File: config.mk
export PLATFORM = sky130hd
export DESIGN_NAME = hcb_walk_stack
export DESIGN_NICKNAME = d
export VERILOG_FILES = /design/src/design/hcb_pkg.sv /design/src/design/hcb_walk_stack.sv
export VERILOG_INCLUDE_DIRS = /design/src /design/src/design
export SDC_FILE = /design/constraint.sdc
export NUM_CORES = 2
export LEC_CHECK = 0
export BUFFER_PORTS_ARGS = -buffer_cell sky130_fd_sc_hd__buf_4
export CORE_MARGIN = 1.5
export CORE_UTILIZATION = 25
export DETAILED_ROUTE_END_ITERATION = 12
export PLACE_DENSITY = 0.39
export SYNTH_ARGS = -nofsm -noshare
export SYNTH_HDL_FRONTEND = slang
export SYNTH_MEMORY_MAX_BITS = 65536
export SYNTH_SLANG_ARGS = --single-unit
File: constraint.sdc
create_clock -name clock -period 9.03 [get_ports clock]
set_input_delay 0.4515 -clock clock [delete_from_list [all_inputs] [get_ports clock]]
set_output_delay 0.4515 -clock clock [all_outputs]
set_load 0.05 [all_outputs]
File: src/design/huffman_code_builder_unit_macros.svh
// Assertion macros shared by the huffman code builder RTL.
`ifndef HUFFMAN_CODE_BUILDER_UNIT_MACROS_SVH
`define HUFFMAN_CODE_BUILDER_UNIT_MACROS_SVH
`ifndef ASSERT_OFF
`define HCB_ASSERT(lbl, clk, rst, prop) \
   lbl: assert property (@(posedge clk) disable iff (rst) (prop)) \
      else $error("hcb assertion failed");
`define HCB_NEVER(lbl, clk, rst, cond) \
   lbl: assert property (@(posedge clk) disable iff (rst) !(cond)) \
      else $error("hcb forbidden condition seen");
`else
`define HCB_ASSERT(lbl, clk, rst, prop)
`define HCB_NEVER(lbl, clk, rst, cond)
`endif
`endif

File: src/design/hcb_pkg.sv
`default_nettype none
package hcb_pkg;
   localparam int DEF_MAX_SYMBOLS = 64;
   localparam int DEF_FREQ_BITS   = 16;
   localparam int SYM_W           = 8;
   localparam int IN_FREQ_W       = 16;
   localparam int LEN_W           = 6;
   localparam int CODE_W          = 63;
   localparam int WSUM_W          = 28;
   localparam int REQ_DATA_W      = 24;
   localparam int RSP_DATA_W      = 112;
   localparam logic [WSUM_W-1:0] WSUM_MAX = {WSUM_W{1'b1}};

   typedef struct packed {
      logic push;
      logic pop;
   } stk_ctl_type;

   typedef struct packed {
      logic clear;
      logic add;
   } acc_ctl_type;
endpackage
`default_nettype wire

File: src/design/hcb_walk_stack.sv
`default_nettype none
`include "huffman_code_builder_unit_macros.svh"
module hcb_walk_stack
   import hcb_pkg::*;
#(
   parameter int DEPTH   = DEF_MAX_SYMBOLS,
   parameter int ENTRY_W = 7 + LEN_W + CODE_W
) (
   input  wire logic               clock,
   input  wire logic               reset,
   input  wire stk_ctl_type        ctl,
   input  wire logic [ENTRY_W-1:0] push_data,
   output logic      [ENTRY_W-1:0] pop_data,
   output logic                    empty
);
   localparam int AW   = (DEPTH > 1) ? $clog2(DEPTH) : 1;
   localparam int SP_W = $clog2(DEPTH + 1);

   logic [ENTRY_W-1:0] mem [DEPTH];
   logic [SP_W-1:0]    sp_ff;
   logic [SP_W-1:0]    sp_dec;
   logic               full;

   assign sp_dec = sp_ff - SP_W'(1);
   assign empty  = (sp_ff == '0);
   assign full   = (sp_ff == SP_W'(DEPTH));

   always_ff @(posedge clock) begin
      if (reset) begin
         sp_ff <= '0;
      end else if (ctl.push) begin
         sp_ff <= sp_ff + SP_W'(1);
      end else if (ctl.pop) begin
         sp_ff <= sp_dec;
      end
   end

   always_ff @(posedge clock) begin
      if (ctl.push) begin
         mem[sp_ff[AW-1:0]] <= push_data;
      end
      if (ctl.pop) begin
         pop_data <= mem[sp_dec[AW-1:0]];
      end
   end

   `HCB_NEVER(a_push_full, clock, reset, ctl.push && full)
   `HCB_NEVER(a_pop_empty, clock, reset, ctl.pop && empty)
   `HCB_NEVER(a_push_pop, clock, reset, ctl.push && ctl.pop)
   `HCB_ASSERT(a_push_grow, clock, reset, ctl.push |=> (sp_ff == $past(sp_ff) + SP_W'(1)))
endmodule
`default_nettype wire

After elaboration in Yosys (flattened, before gate mapping)
Memory sizes are Yosys's and may differ from the RTL's. A register that Yosys moved wholly into a read port is not among the register bits.
Index checks and enable logic that the tools add are counted.
Widths: inputs -> output; s select.
{ "totals": {"ramBits": 4864, "register_bits": 7, "memories": 1, "elab_cells": 10} }
{ "mem_list": {"columns": ["memory", "depth", "word_bits", "read_ports", "rd_clocked_by_memory_dff", "wr", "line", "source"], "rows": [
  ["mem", 64, 76, 1, 1, 1, "hcb_walk_stack.sv:19", "logic [ENTRY_W-1:0] mem [DEPTH];"]
]} }
{ "op_classes": {"n_reduce_logical": 2, "mux": 4, "add_sub_neg": 2} }
{ "op_table": {"columns": ["cell", "count"], "rows": [
  ["$mux 7", 2],
  ["$add 7x1->7 const B", 1],
  ["$logic_not 7->1", 1],
  ["$sub 7x1->7 const B", 1],
  ["$mux 1", 2],
  ["$reduce_bool 2->1", 1]
]} }

Longest topological paths before layout
{ "depth": {"ltp_word": 3, "mapped_depth": 13, "mapped_depth_nobuf": 8} }

Least setup slack after synthesis
OpenSTA, ideal clock, no wires.
{ "synth_timing": {"path_kind": "reg2reg", "startpoint": "reg sp_ff[0]", "endpoint": "mem mem[32][0] (netlist bit) (enable)", "stages_incl_launch_ff": 8, "arrival_time_ps": 9302, "period_less_slack_ps": 10027, "n_path_buf": 4, "path_slack_ps": -997, "required_time_ps": 8305, "setup_time_ps": 725, "path_cell_list": "dfxtp_1 buf_4 buf_4 buf_2 buf_2 nor3_1 nand2_1 nor4b_1"} }
{ "synth_lines": {"columns": ["element", "line", "source"], "rows": [
  ["start, declared", "hcb_walk_stack.sv:20", "logic [SP_W-1:0] sp_ff;"],
  ["start signal, assigned", "hcb_walk_stack.sv:32", "sp_ff <= sp_ff + SP_W'(1);"],
  ["start signal, assigned", "hcb_walk_stack.sv:34", "sp_ff <= sp_dec;"],
  ["end, declared", "hcb_walk_stack.sv:19", null]
]} }
Straight into the memory's write port.

Worst setup path after layout
{ "layout_timing": {"startpoint": "reg sp_ff[0]", "endpoint": "reg pop_data[62] (read register of mem), data pin"} }
{ "layout_between": {"elab_chain_cells": 1} }
{ "layout_rtl": {"columns": ["element", "line", "source"], "rows": [
  ["$sub 7x1->7", "hcb_walk_stack.sv:24", "assign sp_dec = sp_ff - SP_W'(1);"],
  ["end, declared", "hcb_walk_stack.sv:13", "output logic [ENTRY_W-1:0] pop_data,"]
]} }
Every way passes these cells.
A chain may end at the register's enable or synchronous reset.

==> summary.txt <==
Yosys
  – Syn avg cell area: 22.0 um2
  – Adder-cell share of the synthesized area: 0.000200
  – XOR/XNOR Fraction of Synth Area: 0.000640
  – Syn nets: 8600
  – Sequential area share after synthesis: 0.791
  – Synth cell types: 52
  – Mapped Cells: 8517
  – Yosys warns: 0
  – Largest family of logic cells by synthesized area: multiplexers
  – Post-Synth Simple-Gate Area: 0.0258
  – Post-Syn Area: 188000 um2
  – Synth Area in Compound Gates: 0.0185
  – Mux share of post-synthesis cell area: 0.152
  – Seq cells post-synth: 4947

Final layout
  – Fillcell total: 72781
  – Layout Nets: 9213
  – Layout cell share with drive strength beyond 1: 0.258
  – Area Growth Syn to Fin: 17.4%
  – Non-Filler Instances: 19476
  – Post-route cell area: 220000 um2

Placed design
  – Placement Cell Area: 202000 um2
  – Routability Congestion: 0.727
  – Post-DP HPWL: 331000 um
  – Inst Count DP: 18416
  – Count of input and output buffers: 156

Timing
  – Sum Neg Setup Slack: 0 ps
  – Final period utilization: 0.606
  – Endpoints failing setup: 0
  – Tightest Pin Transition: 1280 ps
  – Max Clock Skew: 85.1 ps
  – Pins Over Slew Limit: 0
  – Final Critical Period: 5470 ps
  – Hold Worst Slack: 406 ps
  – Final hold violation count: 0
  – Max-slew headroom: 0.143
  – Max Freq: 0.183 GHz
  – RSZ-0062 raised after global routing: false

Detailed routing
  – Vias per inst: 4.81
  – Total number of vias: 93612
  – Routed Wire Length: 642000 um
  – DRC Markers: 0
  – Pre-Repair DR Iteration Count: 6
  – Avg WL per Cell: 33.0 um
  – ANT nets after route: 0
  – Initial DRC Count: 10768

Clocking
  – CTS max path bufs: 4
  – Clock Latency Late Sink: 1100 ps
  – Clk sink count: 4947
  – CTS Root Cell: clkbuf_16
  – Reg clk slew, reported paths: 60 ps
  – CTS tree: yes
  – Total CTS buffers: 552
  – Number of gates resized after CTS: 0
  – H-tree Lvls: 6

Pwr
  – Peak supply drop: 0.000200 V
  – Power per standard cell area: 254 nW/um2
  – Pleak: 67.0 nW
  – Power Total: 56.0 mW

Floorplanning
  – Die area: 756000 um2
  – Std cell rows: 318
  – Core area: 749000 um2
  – Die Wd: 869 um
  – I/O Pins: 157
  – Initial core utilization: 0.251
  – Die height: 869 um

Critical path
  – Crit-path max FO: 67
  – Worst r2r src: sp_ff[0]
  – R2R Path End: pop_data[62]
  – Reg2reg setup slack: 3560 ps
  – Critical Path RT: 9800 ps
  – Worst R2R Path Depth: 8
  – Crit path DAT: 6240 ps
  – WS Path Type: flop to flop
  – Worst setup EP type: flop
  – Startpoint types: flop

GRT
  – Grt ovf: 0
  – First-pass GRT wire length: 863000 um
  – Pin count of the biggest net entering global routing: 121
  – Vias in the first global route: 96940
  – Initial antenna violation count: 80
  – Tot GR Track Use: 0.165

Min path
  – Hold wc startpoint: reset
  – Hold Crit Endpoint: sp_ff[1]
  – Worst min path class: input pin to flop
  – Hold path depth: 3

Flow run
  – Maxcap violations: 0

Run status
  – Outcome: completed
==> per-stage QoR <==
| stage | setup WS (ps) | util |
|---|---|---|
| 3_3_place_gp | 3410 | 0.270 |
| 6_report | 3560 | 0.294 |
| 4_1_cts | 3310 | 0.294 |
| 2_1_floorplan | 2190 | - |
| 5_1_grt | 3170 | 0.294 |
| 3_5_place_dp | 3380 | 0.270 |
==> registers in the layout (all words and copies together) (netlist names) <==
register  flops
pop_data     76
sp_ff         7
mem        4864
==> power breakdown <==
group | internal (mW) | leakage, nW | switching, mW
sequential | 25.7 | 44.6 | 0.399
clock | 12.2 | 8.34 | 9.40
combinational | 2.74 | 14.1 | 5.59
total | 40.6 | 67.0 | 15.4
==> worst max-delay path by stage <==
| stage | end | from |
|---|---|---|
| 6_report | pop_data[62] | sp_ff[0] |
| 5_1_grt | pop_data[62] | sp_ff[0] |
| 4_1_cts | pop_data[62] | sp_ff[0] |
| 3_5_place_dp | pop_data[62] | sp_ff[0] |
| 3_3_place_gp | pop_data[62] | sp_ff[0] |
| 2_1_floorplan | mem[36][0] | sp_ff[0] |
==> critical path: stages (launching register included) <==
cell and delay, ps:
dfxtp_4 590, buf_4 830, o31ai_1 390, nand2_8 540, buf_12 610, buf_4 750, mux4_2 610, a22oi_1 320
nand2_1 110
==> cells in the final DEF, fill, tap and decap left out, types with 6 or more instances in the layout <==
| cell | instances |
|---|---|
| edfxtp_1 | 4940 |
| mux4_2 | 1190 |
| nand2_1 | 892 |
| clkbuf_16 | 565 |
| buf_4 | 418 |
| mux2i_1 | 178 |
| a21oi_1 | 141 |
| nand3_1 | 139 |
| a31oi_1 | 138 |
| a32oi_1 | 137 |
| clkinv_1 | 131 |
| clkbuf_1 | 117 |
| clkinv_2 | 82 |
| dlygate4sd3_1 | 80 |
| nor2_4 | 73 |
| nor2_1 | 61 |
| a22oi_1 | 42 |
| buf_12 | 32 |
| bufinv_16 | 23 |
| inv_16 | 15 |
| nand4_1 | 11 |
| inv_6 | 11 |
| clkinv_16 | 11 |
| diode_2 | 9 |
| a221oi_1 | 9 |
| o22ai_1 | 8 |
| a32o_1 | 8 |
| a222oi_1 | 8 |
| clkinv_8 | 8 |
| clkinvlp_4 | 7 |
| o21ai_1 | 6 |
| dfxtp_1 | 6 |
==> timing repair <==
item | CTS | global route
hold buffers | 80 | 0
buffers inserted | 0 | 0
endpoints found under the hold margin | 4832 | 0
==> cells in the mapped netlist, drive strengths merged <==
master,n,area (um2)
a221oi,9,78.8
or3,1,6.26
a21oi,141,706
o31ai,1,7.51
nand3,139,696
edfxtp,4940,148000
nand2b,1,6.26
and4,1,8.76
nor4b,2,17.5
clkbuf,213,800
a311o,2,20.0
o41ai,1,8.76
xnor2,6,52.6
nand2,896,3370
nand3b,3,22.5
nand4,11,68.8
a32o,8,80.1
ha,3,37.5
mux4,1190,26800
buf,259,1340
a31oi,138,863
mux2i,178,1780
o22ai,8,50.1
inv,2,7.51
or3b,2,17.5
nor3,6,35.0
a22oi,42,315
nor2b,2,12.5
xor2,6,67.6
dfxtp,7,140
or2,1,6.26
a32oi,137,1200
clkinv,1,3.75
o21ai,10,50.1
o211ai,1,7.51
a41oi,1,8.76
and2,2,12.5
nor3b,1,12.5
nor2,135,522
a222oi,8,80.1
or4,2,18.8
==> routing by layer <==
metal | global-route usage | vias to the layer above | share of wire
li1 | - | 36951 | -
met1 | 0.231 | 52881 | 0.44
met2 | 0.275 | 3045 | 0.49
met3 | 0.0235 | 723 | 0.054
met4 | 0.0305 | 12 | 0.019
met5 | 0 | - | 0.00013
==> logic make-up after synthesis <==
family,Yosys count
AOI/OAI and AO/OA,507
xor gates and xnor gates,12
adders and majority gates,3
buffers and inverters,475
DFF,4947
muxes,1368
and+or+nand+nor,1205
==> area by class of cell <==
cell class                      instances  area [um2]  share of cell area
Inverter                                3        11.3           0.0000511
Antenna cell                            9        22.5            0.000102
Sequential cell                      4947      148000               0.674
Multi-Input combinational cell       3095       37700               0.171
Timing Repair Buffer                  531        4590              0.0208
Clock buffer                          682       14600              0.0662
Clock inverter                        289        2520              0.0114
Tap cell                             9920       12400              0.0563
Power figures use the tool's default switching activity.
