<file path="src/design/huffman_code_builder_unit_macros.svh">
// Assertion macros shared by the huffman code builder RTL.
`ifndef HUFFMAN_CODE_BUILDER_UNIT_MACROS_SVH
`define HUFFMAN_CODE_BUILDER_UNIT_MACROS_SVH
`ifndef ASSERT_OFF
`define HCB_ASSERT(lbl, clk, rst, prop) \
   lbl: assert property (@(posedge clk) disable iff (rst) (prop)) \
      else $error("hcb assertion failed");
`define HCB_NEVER(lbl, clk, rst, cond) \
   lbl: assert property (@(posedge clk) disable iff (rst) !(cond)) \
      else $error("hcb forbidden condition seen");
`else
`define HCB_ASSERT(lbl, clk, rst, prop)
`define HCB_NEVER(lbl, clk, rst, cond)
`endif
`endif

</file>
<file path="src/design/hcb_pkg.sv">
`default_nettype none
package hcb_pkg;
   localparam int DEF_MAX_SYMBOLS = 64;
   localparam int DEF_FREQ_BITS   = 16;
   localparam int SYM_W           = 8;
   localparam int IN_FREQ_W       = 16;
   localparam int LEN_W           = 6;
   localparam int CODE_W          = 63;
   localparam int WSUM_W          = 28;
   localparam int REQ_DATA_W      = 24;
   localparam int RSP_DATA_W      = 112;
   localparam logic [WSUM_W-1:0] WSUM_MAX = {WSUM_W{1'b1}};

   typedef struct packed {
      logic push;
      logic pop;
   } stk_ctl_type;

   typedef struct packed {
      logic clear;
      logic add;
   } acc_ctl_type;
endpackage
`default_nettype wire

</file>
<file path="src/design/hcb_wsum_acc.sv">
`default_nettype none
`include "huffman_code_builder_unit_macros.svh"
module hcb_wsum_acc
   import hcb_pkg::*;
#(
   parameter int WT_W = DEF_FREQ_BITS + 7
) (
   input  wire logic              clock,
   input  wire logic              reset,
   input  wire acc_ctl_type       ctl,
   input  wire logic [WT_W-1:0]   weight,
   input  wire logic [LEN_W-1:0]  depth,
   output logic      [WSUM_W-1:0] wsum
);
   localparam int SUM_W = ((WT_W + LEN_W) > WSUM_W ? (WT_W + LEN_W) : WSUM_W) + 1;

   logic [WSUM_W-1:0]     wsum_ff;
   logic [WT_W+LEN_W-1:0] prod;
   logic [SUM_W-1:0]      sum;

   assign prod = (WT_W + LEN_W)'(weight) * (WT_W + LEN_W)'(depth);
   assign sum  = SUM_W'(wsum_ff) + SUM_W'(prod);
   assign wsum = wsum_ff;

   always_ff @(posedge clock) begin
      if (reset || ctl.clear) begin
         wsum_ff <= '0;
      end else if (ctl.add) begin
         // saturate at the field maximum
         wsum_ff <= (sum > SUM_W'(WSUM_MAX)) ? WSUM_MAX : sum[WSUM_W-1:0];
      end
   end

   `HCB_NEVER(a_clear_add, clock, reset, ctl.clear && ctl.add)
   `HCB_ASSERT(a_monotone, clock, reset, ctl.add |=> (wsum_ff >= $past(wsum_ff)))
   `HCB_ASSERT(a_cleared, clock, reset, ctl.clear |=> (wsum_ff == '0))
endmodule
`default_nettype wire

</file>
<file path="config.mk">
export PLATFORM = sky130hd
export DESIGN_NAME = hcb_wsum_acc
export DESIGN_NICKNAME = d
export VERILOG_FILES = /design/src/design/hcb_pkg.sv /design/src/design/hcb_wsum_acc.sv
export VERILOG_INCLUDE_DIRS = /design/src /design/src/design
export SDC_FILE = /design/constraint.sdc
export NUM_CORES = 1
export LEC_CHECK = 0
export ABC_AREA = 0
export BUFFER_PORTS_ARGS = -buffer_cell sky130_fd_sc_hd__buf_2
export CAP_MARGIN = 20
export CORE_MARGIN = 2
export CORE_UTILIZATION = 55
export CTS_BUF_LIST = sky130_fd_sc_hd__clkbuf_4 sky130_fd_sc_hd__clkbuf_8
export DETAILED_ROUTE_END_ITERATION = 8
export GPL_ROUTABILITY_DRIVEN = 1
export PLACE_DENSITY = 0.77
export SLEW_MARGIN = 10
export SYNTH_ARGS = -nofsm -noshare
export SYNTH_HDL_FRONTEND = slang
export SYNTH_SLANG_ARGS = --single-unit
</file>
<file path="constraint.sdc">
create_clock -name clock -period 10.47 [get_ports clock]
set_input_delay 1.047 -clock clock [delete_from_list [all_inputs] [get_ports clock]]
set_output_delay 1.047 -clock clock [all_outputs]
set_load 0.05 [all_outputs]
</file>
### Word level (Yosys, flattened, before mapping)

Index checks and enable logic that the tools add are counted.

| operators by class | value |
|---|---|
| add/subtract/negate cells | 1 |
| multiplexer cells | 1 |
| multipliers | 1 |
| reduce and logical (&&, ||, !) cells | 1 |
| order comparisons | 1 |

Operator list:

| operator | count |
|---|---|
| $add A28 B29 Y30 | 1 |
| $gt A30 B28 Y1 const B | 1 |
| $mul A23 B6 Y29 | 1 |
| $mux W28 | 1 |
| $logic_or A1 B1 Y1 | 1 |

| storage, ports and cells | value |
|---|---|
| bits in registers | 28 |
| logic and storage cells | 6 |
| output and inout bits | 28 |
| input bits | 33 |

### Longest topological paths before layout

Gate-level depths: netlist of run 1.

| depth | value |
|---|---|
| depth in word-level cells | 4 |
| mapped depth | 21 |
| gate-level depth less buffers | 18 |

### Worst setup path before layout of run 1

Ideal clock, no wire load.

| path | value |
|---|---|
| path type | input-to-reg |
| start | input depth[5] |
| end | register wsum_ff[14] (netlist: wsum[14]) |
| setup time | 0.125 ns |
| data required time | 10.345 ns |
| arrival | 5.556 ns |
| stages | 19 |
| slack | 4.789 ns |
| path buffers | 2 |
| cells stage by stage | clkbuf_1 nand2_1 fa_1 fa_1 inv_1 fa_1 inv_1 fa_1 inv_1 ha_1 a21o_1 a21oi_2 a211oi_1 nor3_2 o31ai_1 a211oi_2 xor2_2 buf_6 a31oi_2 |

| on the way | value |
|---|---|
| longest elaborated chain between the ends | 4 |

Ends and longest elaborated chain:

| element | line | text |
|---|---|---|
| from (decl) | hcb_wsum_acc.sv:12 | `input wire logic [LEN_W-1:0] depth,` |
| $mul A23 B6 Y29 * | hcb_wsum_acc.sv:21 | `assign prod = (WT_W + LEN_W)'(weight) * (WT_W + LEN_W)'(depth);` |
| $add A28 B29 Y30 * | hcb_wsum_acc.sv:22 | `assign sum = SUM_W'(wsum_ff) + SUM_W'(prod);` |
| $gt A30 B28 Y1 | hcb_wsum_acc.sv:30 | `wsum_ff <= (sum > SUM_W'(WSUM_MAX)) ? WSUM_MAX : sum[WSUM_W-1:0];` |
| $mux W28 * | hcb_wsum_acc.sv:30 |  |
| to (signal assigned) | hcb_wsum_acc.sv:30 |  |
| to (decl) | hcb_wsum_acc.sv:17 | `logic [WSUM_W-1:0] wsum_ff;` |

Mark *: on every way between the ends. The rest lies on a longest branch, timed or not.
A chain may end at the register's enable or synchronous reset.

### Final worst setup path of run 1

| path | value |
|---|---|
| start | input depth[2] |
| end | register wsum_ff[2] (netlist: wsum[2]) |

The elaborated chain is that of the path after synthesis.

==> flow_metrics.tcl, run 1 <==
set metrics [dict create \
    maxSlewViolCount 0 \
    drive_gt1_frac 0.124 \
    clkLatencyLatePin_ns 0.28 \
    use_met2 0.448 \
    setup_violations 0 \
    vias 5099 \
    endpoint_kind "flip-flop" \
    max_slew_margin 0.620 \
    netlist.area_leader.share 0.343 \
    grt.met3_usage 0.0223 \
    critPathRequiredTime_ns 10.63 \
    grt_setup_unrepaired "false" \
    crit_slowest_cell "fa_1" \
    synth_flop_cell "dfxtp_1" \
    maxCapViolations 0 \
    nFillCells 1060 \
    yosysSeqAreaShare 0.0874 \
    timing.final.crit_share 0.591 \
    clockBufferDepth 2 \
    final_common_cell "inv_1" \
    postCtsSetupBuffers 0 \
    postLayoutCoreUtil 0.598 \
    grt_pass1_wl_um 24700 \
    tritoncts "built" \
    start_util 0.562 \
    synth.distinct_cells 50 \
    status "complete, no violations" \
    finalClockSkew_ns 0.00865 \
    synth-seq-cells 28 \
    wl_per_cell_um 16.1 \
    io_buffers 60 \
    crit_fanout 23 \
    grtUsageMet1 0.295 \
    fin_hold_ws_ns 0.554 \
    netlist.top_cell.by_area "fa_1" \
    routed_wl_um 14600 \
    slowest_delay_ns 0.55 \
    rows 39 \
    fmax_mhz 161 \
    mostFrequentLayoutCells "145 x inv_1, 130 x and2_1, 110 x fa_1" \
    drtAntennaViolNets 0 \
    area_delta_synth_final_pct 6.42 \
    grt_max_degree 33 \
    syn_nets 919 \
    synthCells 730 \
    synth_edf_count 0 \
    via_per_inst 5.60 \
    critical_path_arrival_ns 6.35 \
    ys_top_cells_by_area "fa_1 34%, and2_1 13%, ha_1 9.0%" \
    coreArea_um2 11400 \
    htreeDepth 1 \
    fin_crit_ns 6.19 \
    total_leakage_power_uw 0.00335 \
    gp_congestion 0.903 \
    grt_use_total 0.241 \
    cts.sinks 28 \
    powerDensity_nw_per_um2 254 \
    holdCritPathClass "reg2reg" \
    busiest_layer "met2" \
    cts_buffers 3 \
    cp_cell_sequence "buf_2 -> and2_1 -> fa_1 -> inv_1 -> fa_1 -> inv_1 -> fa_1 -> inv_1 -> fa_1 -> inv_1 -> ha_1 -> a21o_1 -> a21oi_2 -> a211oi_1 -> nor3_2 -> o31ai_1 -> a211oi_2 -> xor2_2 -> buf_4 -> a31oi_1" \
    nets 957 \
    hold_viol_final 0 \
    dr.pass1.iters 5 \
    syn_area_per_cell_um2 8.78 \
    postCtsHoldBufs 0 \
    ioPinCount 61 \
    setup-tns-final_ns 0 \
    async_flop_share 0 \
    cts.clk_slew.worst_paths_ns 0.09 \
    peakVddDrop_v 0.000196 \
    ys.warnings.count 0 \
    largest_reg_flops 28 \
    worstSetupPathType "in2reg" \
    die_area_um2 12500 \
    post-dp-hpwl_um 12300 \
    grt.overflow.total 0 \
    die_h_um 112 \
    tightest_slew_ns 0.567 \
    grt_antenna_before_repair 0 \
    grt_pass1_vias 5365 \
    cts-resized-gates 0 \
    root_buffer "clkbuf_8" \
    drc_errors 0 \
    diodes 0 \
    synth_area_um2 6410 \
    initialDrtViolationCount 265 \
    die_w_um 112 \
    setup.worst_path.start_class "input pin" \
]
[path summary, 6_finish.rpt]
| kind | endpoint | start | slack, ns | cells after the start |
|---|---|---|---|---|
| min | wsum[5]$_SDFFE_PP0P_ | wsum[5]$_SDFFE_PP0P_ | 0.55 | 2 |
| max | wsum[2]$_SDFFE_PP0P_ | depth[2] | 4.28 | 20 |
| max reg2reg | wsum[2]$_SDFFE_PP0P_ | wsum[10]$_SDFFE_PP0P_ | 6.72 | 13 |
| min reg2reg | wsum[5]$_SDFFE_PP0P_ | wsum[5]$_SDFFE_PP0P_ | 0.55 | 2 |
[metrics by stage]
step	worst slack, ns	instances	instance area [um^2]	power (uW)
global placement	4.10	905	6740	1590
global route	3.93	910	6820	1900
detailed placement	3.97	905	6740	1630
finish	4.28	910	6820	1730
floorplan	4.79	730	6410	1340
CTS	4.25	909	6810	1730
[worst max-delay path: cells and delay by family]
kind,cells,cell delay (ns)
adder cells (fa/ha/maj),5,2.45
AO/OA/AOI/OAI,6,1.00
buffers and inverters,6,0.82
AND/OR/NAND/NOR,2,0.52
XOR/XNOR,1,0.49
[cells by family (layout without fill, tap and decap cells)]
| kind of cell | after synthesis | count (layout) | synth area share |
|---|---|---|---|
| AND/OR/NAND/NOR | 209 | 209 | 0.189 |
| buffers and inverters | 175 | 212 | 0.111 |
| adder cells (fa/ha/maj) | 156 | 156 | 0.433 |
| AO/OA/AOI/OAI | 136 | 136 | 0.143 |
| flip-flops | 28 | 28 | 0.0874 |
| XOR/XNOR | 26 | 26 | 0.0367 |
[report_power, final]
group / switching, uW / total [uW] / internal (uW)
logic: 943 / 1490 / 543
registers: 29.3 / 162 / 133
clock network: 35.0 / 86.2 / 51.2
[synth_stat cells, types with 2 or more instances]
cell type	number
inv_1	145
and2_1	130
fa_1	110
ha_1	46
o21ai_0	39
a21oi_1	36
nand2_1	32
dfxtp_1	28
clkbuf_1	19
a31oi_2	16
xor2_1	16
nor2_1	13
a31oi_1	11
a21o_1	9
xnor2_1	9
nand2b_1	5
o21ai_1	5
buf_6	4
nand3_1	4
nand4_1	4
nor3_1	4
o211ai_1	4
a31o_2	3
buf_2	3
buf_4	3
a211oi_1	2
a221o_1	2
and3_1	2
and4_1	2
nor2b_1	2
nor4b_1	2
or3_1	2
[routing by layer]
layer | share of wire | routed length (um)
met1 | 0.40 | 5820
met2 | 0.53 | 7730
met3 | 0.041 | 599
met4 | 0.033 | 480
met5 | 0 | 0
[area by class of cell]
cell class | instances | area (um^2) | area share
Sequential cell | 28 | 561 | 0.0821
Clock buffer | 3 | 41.3 | 0.00605
Inverter | 145 | 544 | 0.0798
Clock inverter | 1 | 30.0 | 0.00440
Timing Repair Buffer | 63 | 330 | 0.0484
Multi-Input combinational cell | 527 | 5140 | 0.753
Tap cell | 143 | 179 | 0.0262
(Power assumes the default switching activity.)
==> run 2: changes to the inputs <==
Settings changed: ABC_AREA 0 to 1, PLACE_DENSITY 0.77 to 0.76.
Clock period 10.47 ns to 6.2 ns, I/O delays scaled along.
==> run 2 against run 1 <==
- clock power up 51%
- total power up 77%
- die area up 18%
- clock-buffer cell count up 1
- design area up 18%
- global-route usage up 0.19 points
- synthesized cell count up 61%
- combinational power up 81%
- critical endpoint is now wsum[22]$_SDFFE_PP0P_
==> flow_metrics.tcl, run 2 <==
set metrics [dict create \
    setup-tns-final_ns 0 \
    netlist.area_leader.share 0.289 \
    crit_slowest_cell "fa_1" \
    synthCells 1176 \
    synth_edf_count 0 \
    endpoint_kind "flip-flop" \
    dr.pass1.iters 5 \
    synth_flop_cell "dfxtp_1" \
    clockBufferDepth 2 \
    async_flop_share 0 \
    tritoncts "built" \
    p_sw_uw 1860 \
    grt_antenna_before_repair 0 \
    root_buffer "clkbuf_8" \
    peakVddDrop_v 0.000211 \
    syn_area_per_cell_um2 6.48 \
    cts.clk_slew.worst_paths_ns 0.11 \
    hold_depth 2 \
    max_slew_margin 0.395 \
    cts.sinks 28 \
    drc_errors 0 \
    largest_reg_flops 28 \
    maxCapViolations 0 \
    tightest_slew_ns 0.907 \
    die_w_um 122 \
    die_area_um2 14800 \
    die_h_um 122 \
    setup.worst_path.start_class "input pin" \
    grt_pass1_vias 6372 \
    finalClockSkew_ns 0.0117 \
    rows 43 \
    worstSetupPathType "in2reg" \
    ys_top_cells_by_area "fa_1 29%, inv_1 19%, nand2_1 17%" \
    timing.final.ws_setup_ns 1.30 \
    initialDrtViolationCount 317 \
    syn_nets 1365 \
    powerDensity_nw_per_um2 380 \
    p_int_uw 1200 \
    synth_area_um2 7620 \
    multi_input_area_um2 5410 \
    yosysMostFrequentCell "inv_1" \
    critPathRequiredTime_ns 6.40 \
    postLayoutCoreUtil 0.587 \
    hold_viol_final 0 \
    pwr-share-clk 0.042 \
    slowest_delay_ns 0.55 \
    pwr-share-seq 0.076 \
    grt_max_degree 38 \
    nFillCells 1390 \
    postCtsHoldBufs 0 \
    diodes 0 \
    drtAntennaViolNets 0 \
    synth.distinct_cells 31 \
    cpMostUsedCell "nand2_1" \
    clkLatencyLatePin_ns 0.30 \
    htreeDepth 1 \
    synth-seq-cells 28 \
    grt_use_total 0.243 \
    ys.warnings.count 0 \
    coreArea_um2 13700 \
    combPwrFrac 0.882 \
    regArea_um2 561 \
    critPathBufInv 8 \
    total_leakage_power_uw 0.00559 \
    netlist.top_cell.by_area "fa_1" \
    start_util 0.556 \
    critical_path_arrival_ns 5.10 \
    ioPinCount 61 \
    area_delta_synth_final_pct 5.63 \
    final_common_cell "inv_1" \
    vias 6628 \
    maxSlewViolCount 0 \
    grt_setup_unrepaired "false" \
    holdCritPathClass "reg2reg" \
    yosysSeqAreaShare 0.0735 \
    status "complete, no violations" \
    cp_cell_sequence "buf_2 -> nand2_1 -> inv_1 -> fa_1 -> fa_1 -> fa_1 -> inv_1 -> fa_1 -> inv_1 -> ha_1 -> nand2_1 -> inv_1 -> nand2_1 -> inv_1 -> nand2_1 -> nand3_2 -> nand2_1 -> nand2_1 -> nand2_1 -> nand2_2 -> inv_6 -> nand3_2 -> nand2_1 -> inv_1" \
    dp_slack_ns 0.981 \
    routed_wl_um 17300 \
    reg2regPathDepth 16 \
    nets 1407 \
    cts-resized-gates 0 \
    grt.overflow.total 0 \
    mostFrequentLayoutCells "385 x inv_1, 354 x nand2_1, 110 x fa_1" \
    via_per_inst 4.74 \
    crit_cells 24 \
    fmax_mhz 204 \
    crit_fanout 24 \
    post-dp-hpwl_um 14700 \
    cts_buffers 3 \
    wl_per_cell_um 12.4 \
    setup_violations 0 \
    crit_family "adder cells" \
    drive_gt1_frac 0.107 \
    p_sw_frac 0.607 \
    io_buffers 60 \
    synthTopCellsByCount "385 x inv_1, 354 x nand2_1, 110 x fa_1" \
    grt_pass1_wl_um 29000 \
    fin_crit_ns 4.90 \
    gp_congestion 0.937 \
    timing.final.crit_share 0.790 \
    postCtsSetupBuffers 0 \
]
run 2: cell count changes after synthesis, moves of 12 or more:
| cell | previous run | this run |
|---|---|---|
| and2_1 | 130 | 1 |
| nand2_1 | 32 | 354 |
| nand3_1 | 4 | 28 |
| inv_2 | 0 | 12 |
| a31oi_2 | 16 | 0 |
| nand3_2 | 1 | 27 |
| o21ai_0 | 39 | 4 |
| inv_1 | 145 | 385 |
| nor2_1 | 13 | 60 |
run 2: through the flow:
stage                     area (um^2)  hold WS, ns  power [uW]  cells
after floorplan                  7620        0.760        2410   1176
after global placement           8000        0.551        2900   1393
after detailed placement         8000        0.555        2940   1393
after CTS                        8050        0.569        3080   1397
after global routing             8050        0.606        3480   1397
final                            8050        0.564        3060   1397
run 2: worst reg2reg max path: cells and delay by family (launching register included):
family	cells	cell delay, ns
adders and majority gates	2	0.91
DFF	1	0.37
and+or+nand+nor	9	1.04
buffers and inverters	5	0.47
run 2: power by group through the flow:
stage | logic, uW | registers (uW) | clock network [uW]
2_1_floorplan | 2070 | 336 | 0
3_3_place_gp | 2670 | 237 | 0
3_5_place_dp | 2700 | 236 | 0
4_1_cts | 2710 | 232 | 133
5_1_grt | 3100 | 235 | 139
6_report | 2700 | 232 | 130
run 2: path summary, 6_finish.rpt:
path / startpoint / endpoint / slack [ns]
max: depth[4] / wsum[22]$_SDFFE_PP0P_ / 1.30
min: wsum[26]$_SDFFE_PP0P_ / wsum[26]$_SDFFE_PP0P_ / 0.56
max reg2reg: wsum[20]$_SDFFE_PP0P_ / wsum[22]$_SDFFE_PP0P_ / 3.32
min reg2reg: wsum[26]$_SDFFE_PP0P_ / wsum[26]$_SDFFE_PP0P_ / 0.56
run 2: layout make-up:
cell class / instances / share of cell area
Clock buffer: 4 / 0.00684
Inverter: 398 / 0.186
Multi-Input combinational cell: 727 / 0.672
Sequential cell: 28 / 0.0696
Tap cell: 180 / 0.0280
Timing Repair Buffer: 60 / 0.0373
run 2: per-layer routing:
| metal | wire length, um | part of all wire | track usage |
|---|---|---|---|
| met1 | 7560 | 0.44 | 0.317 |
| met2 | 8860 | 0.51 | 0.437 |
| met3 | 667 | 0.039 | 0.0267 |
| met5 | 0 | 0 | 0 |
| met4 | 220 | 0.013 | 0.0453 |
run 2: logic make-up after synthesis:
kind of cell,count (synthesis),synth area share
AOI/OAI and AO/OA,60,0.0428
xor gates and xnor gates,10,0.0115
adders and majority gates,156,0.364
buffers and inverters,421,0.216
DFF,28,0.0735
and+or+nand+nor,501,0.291
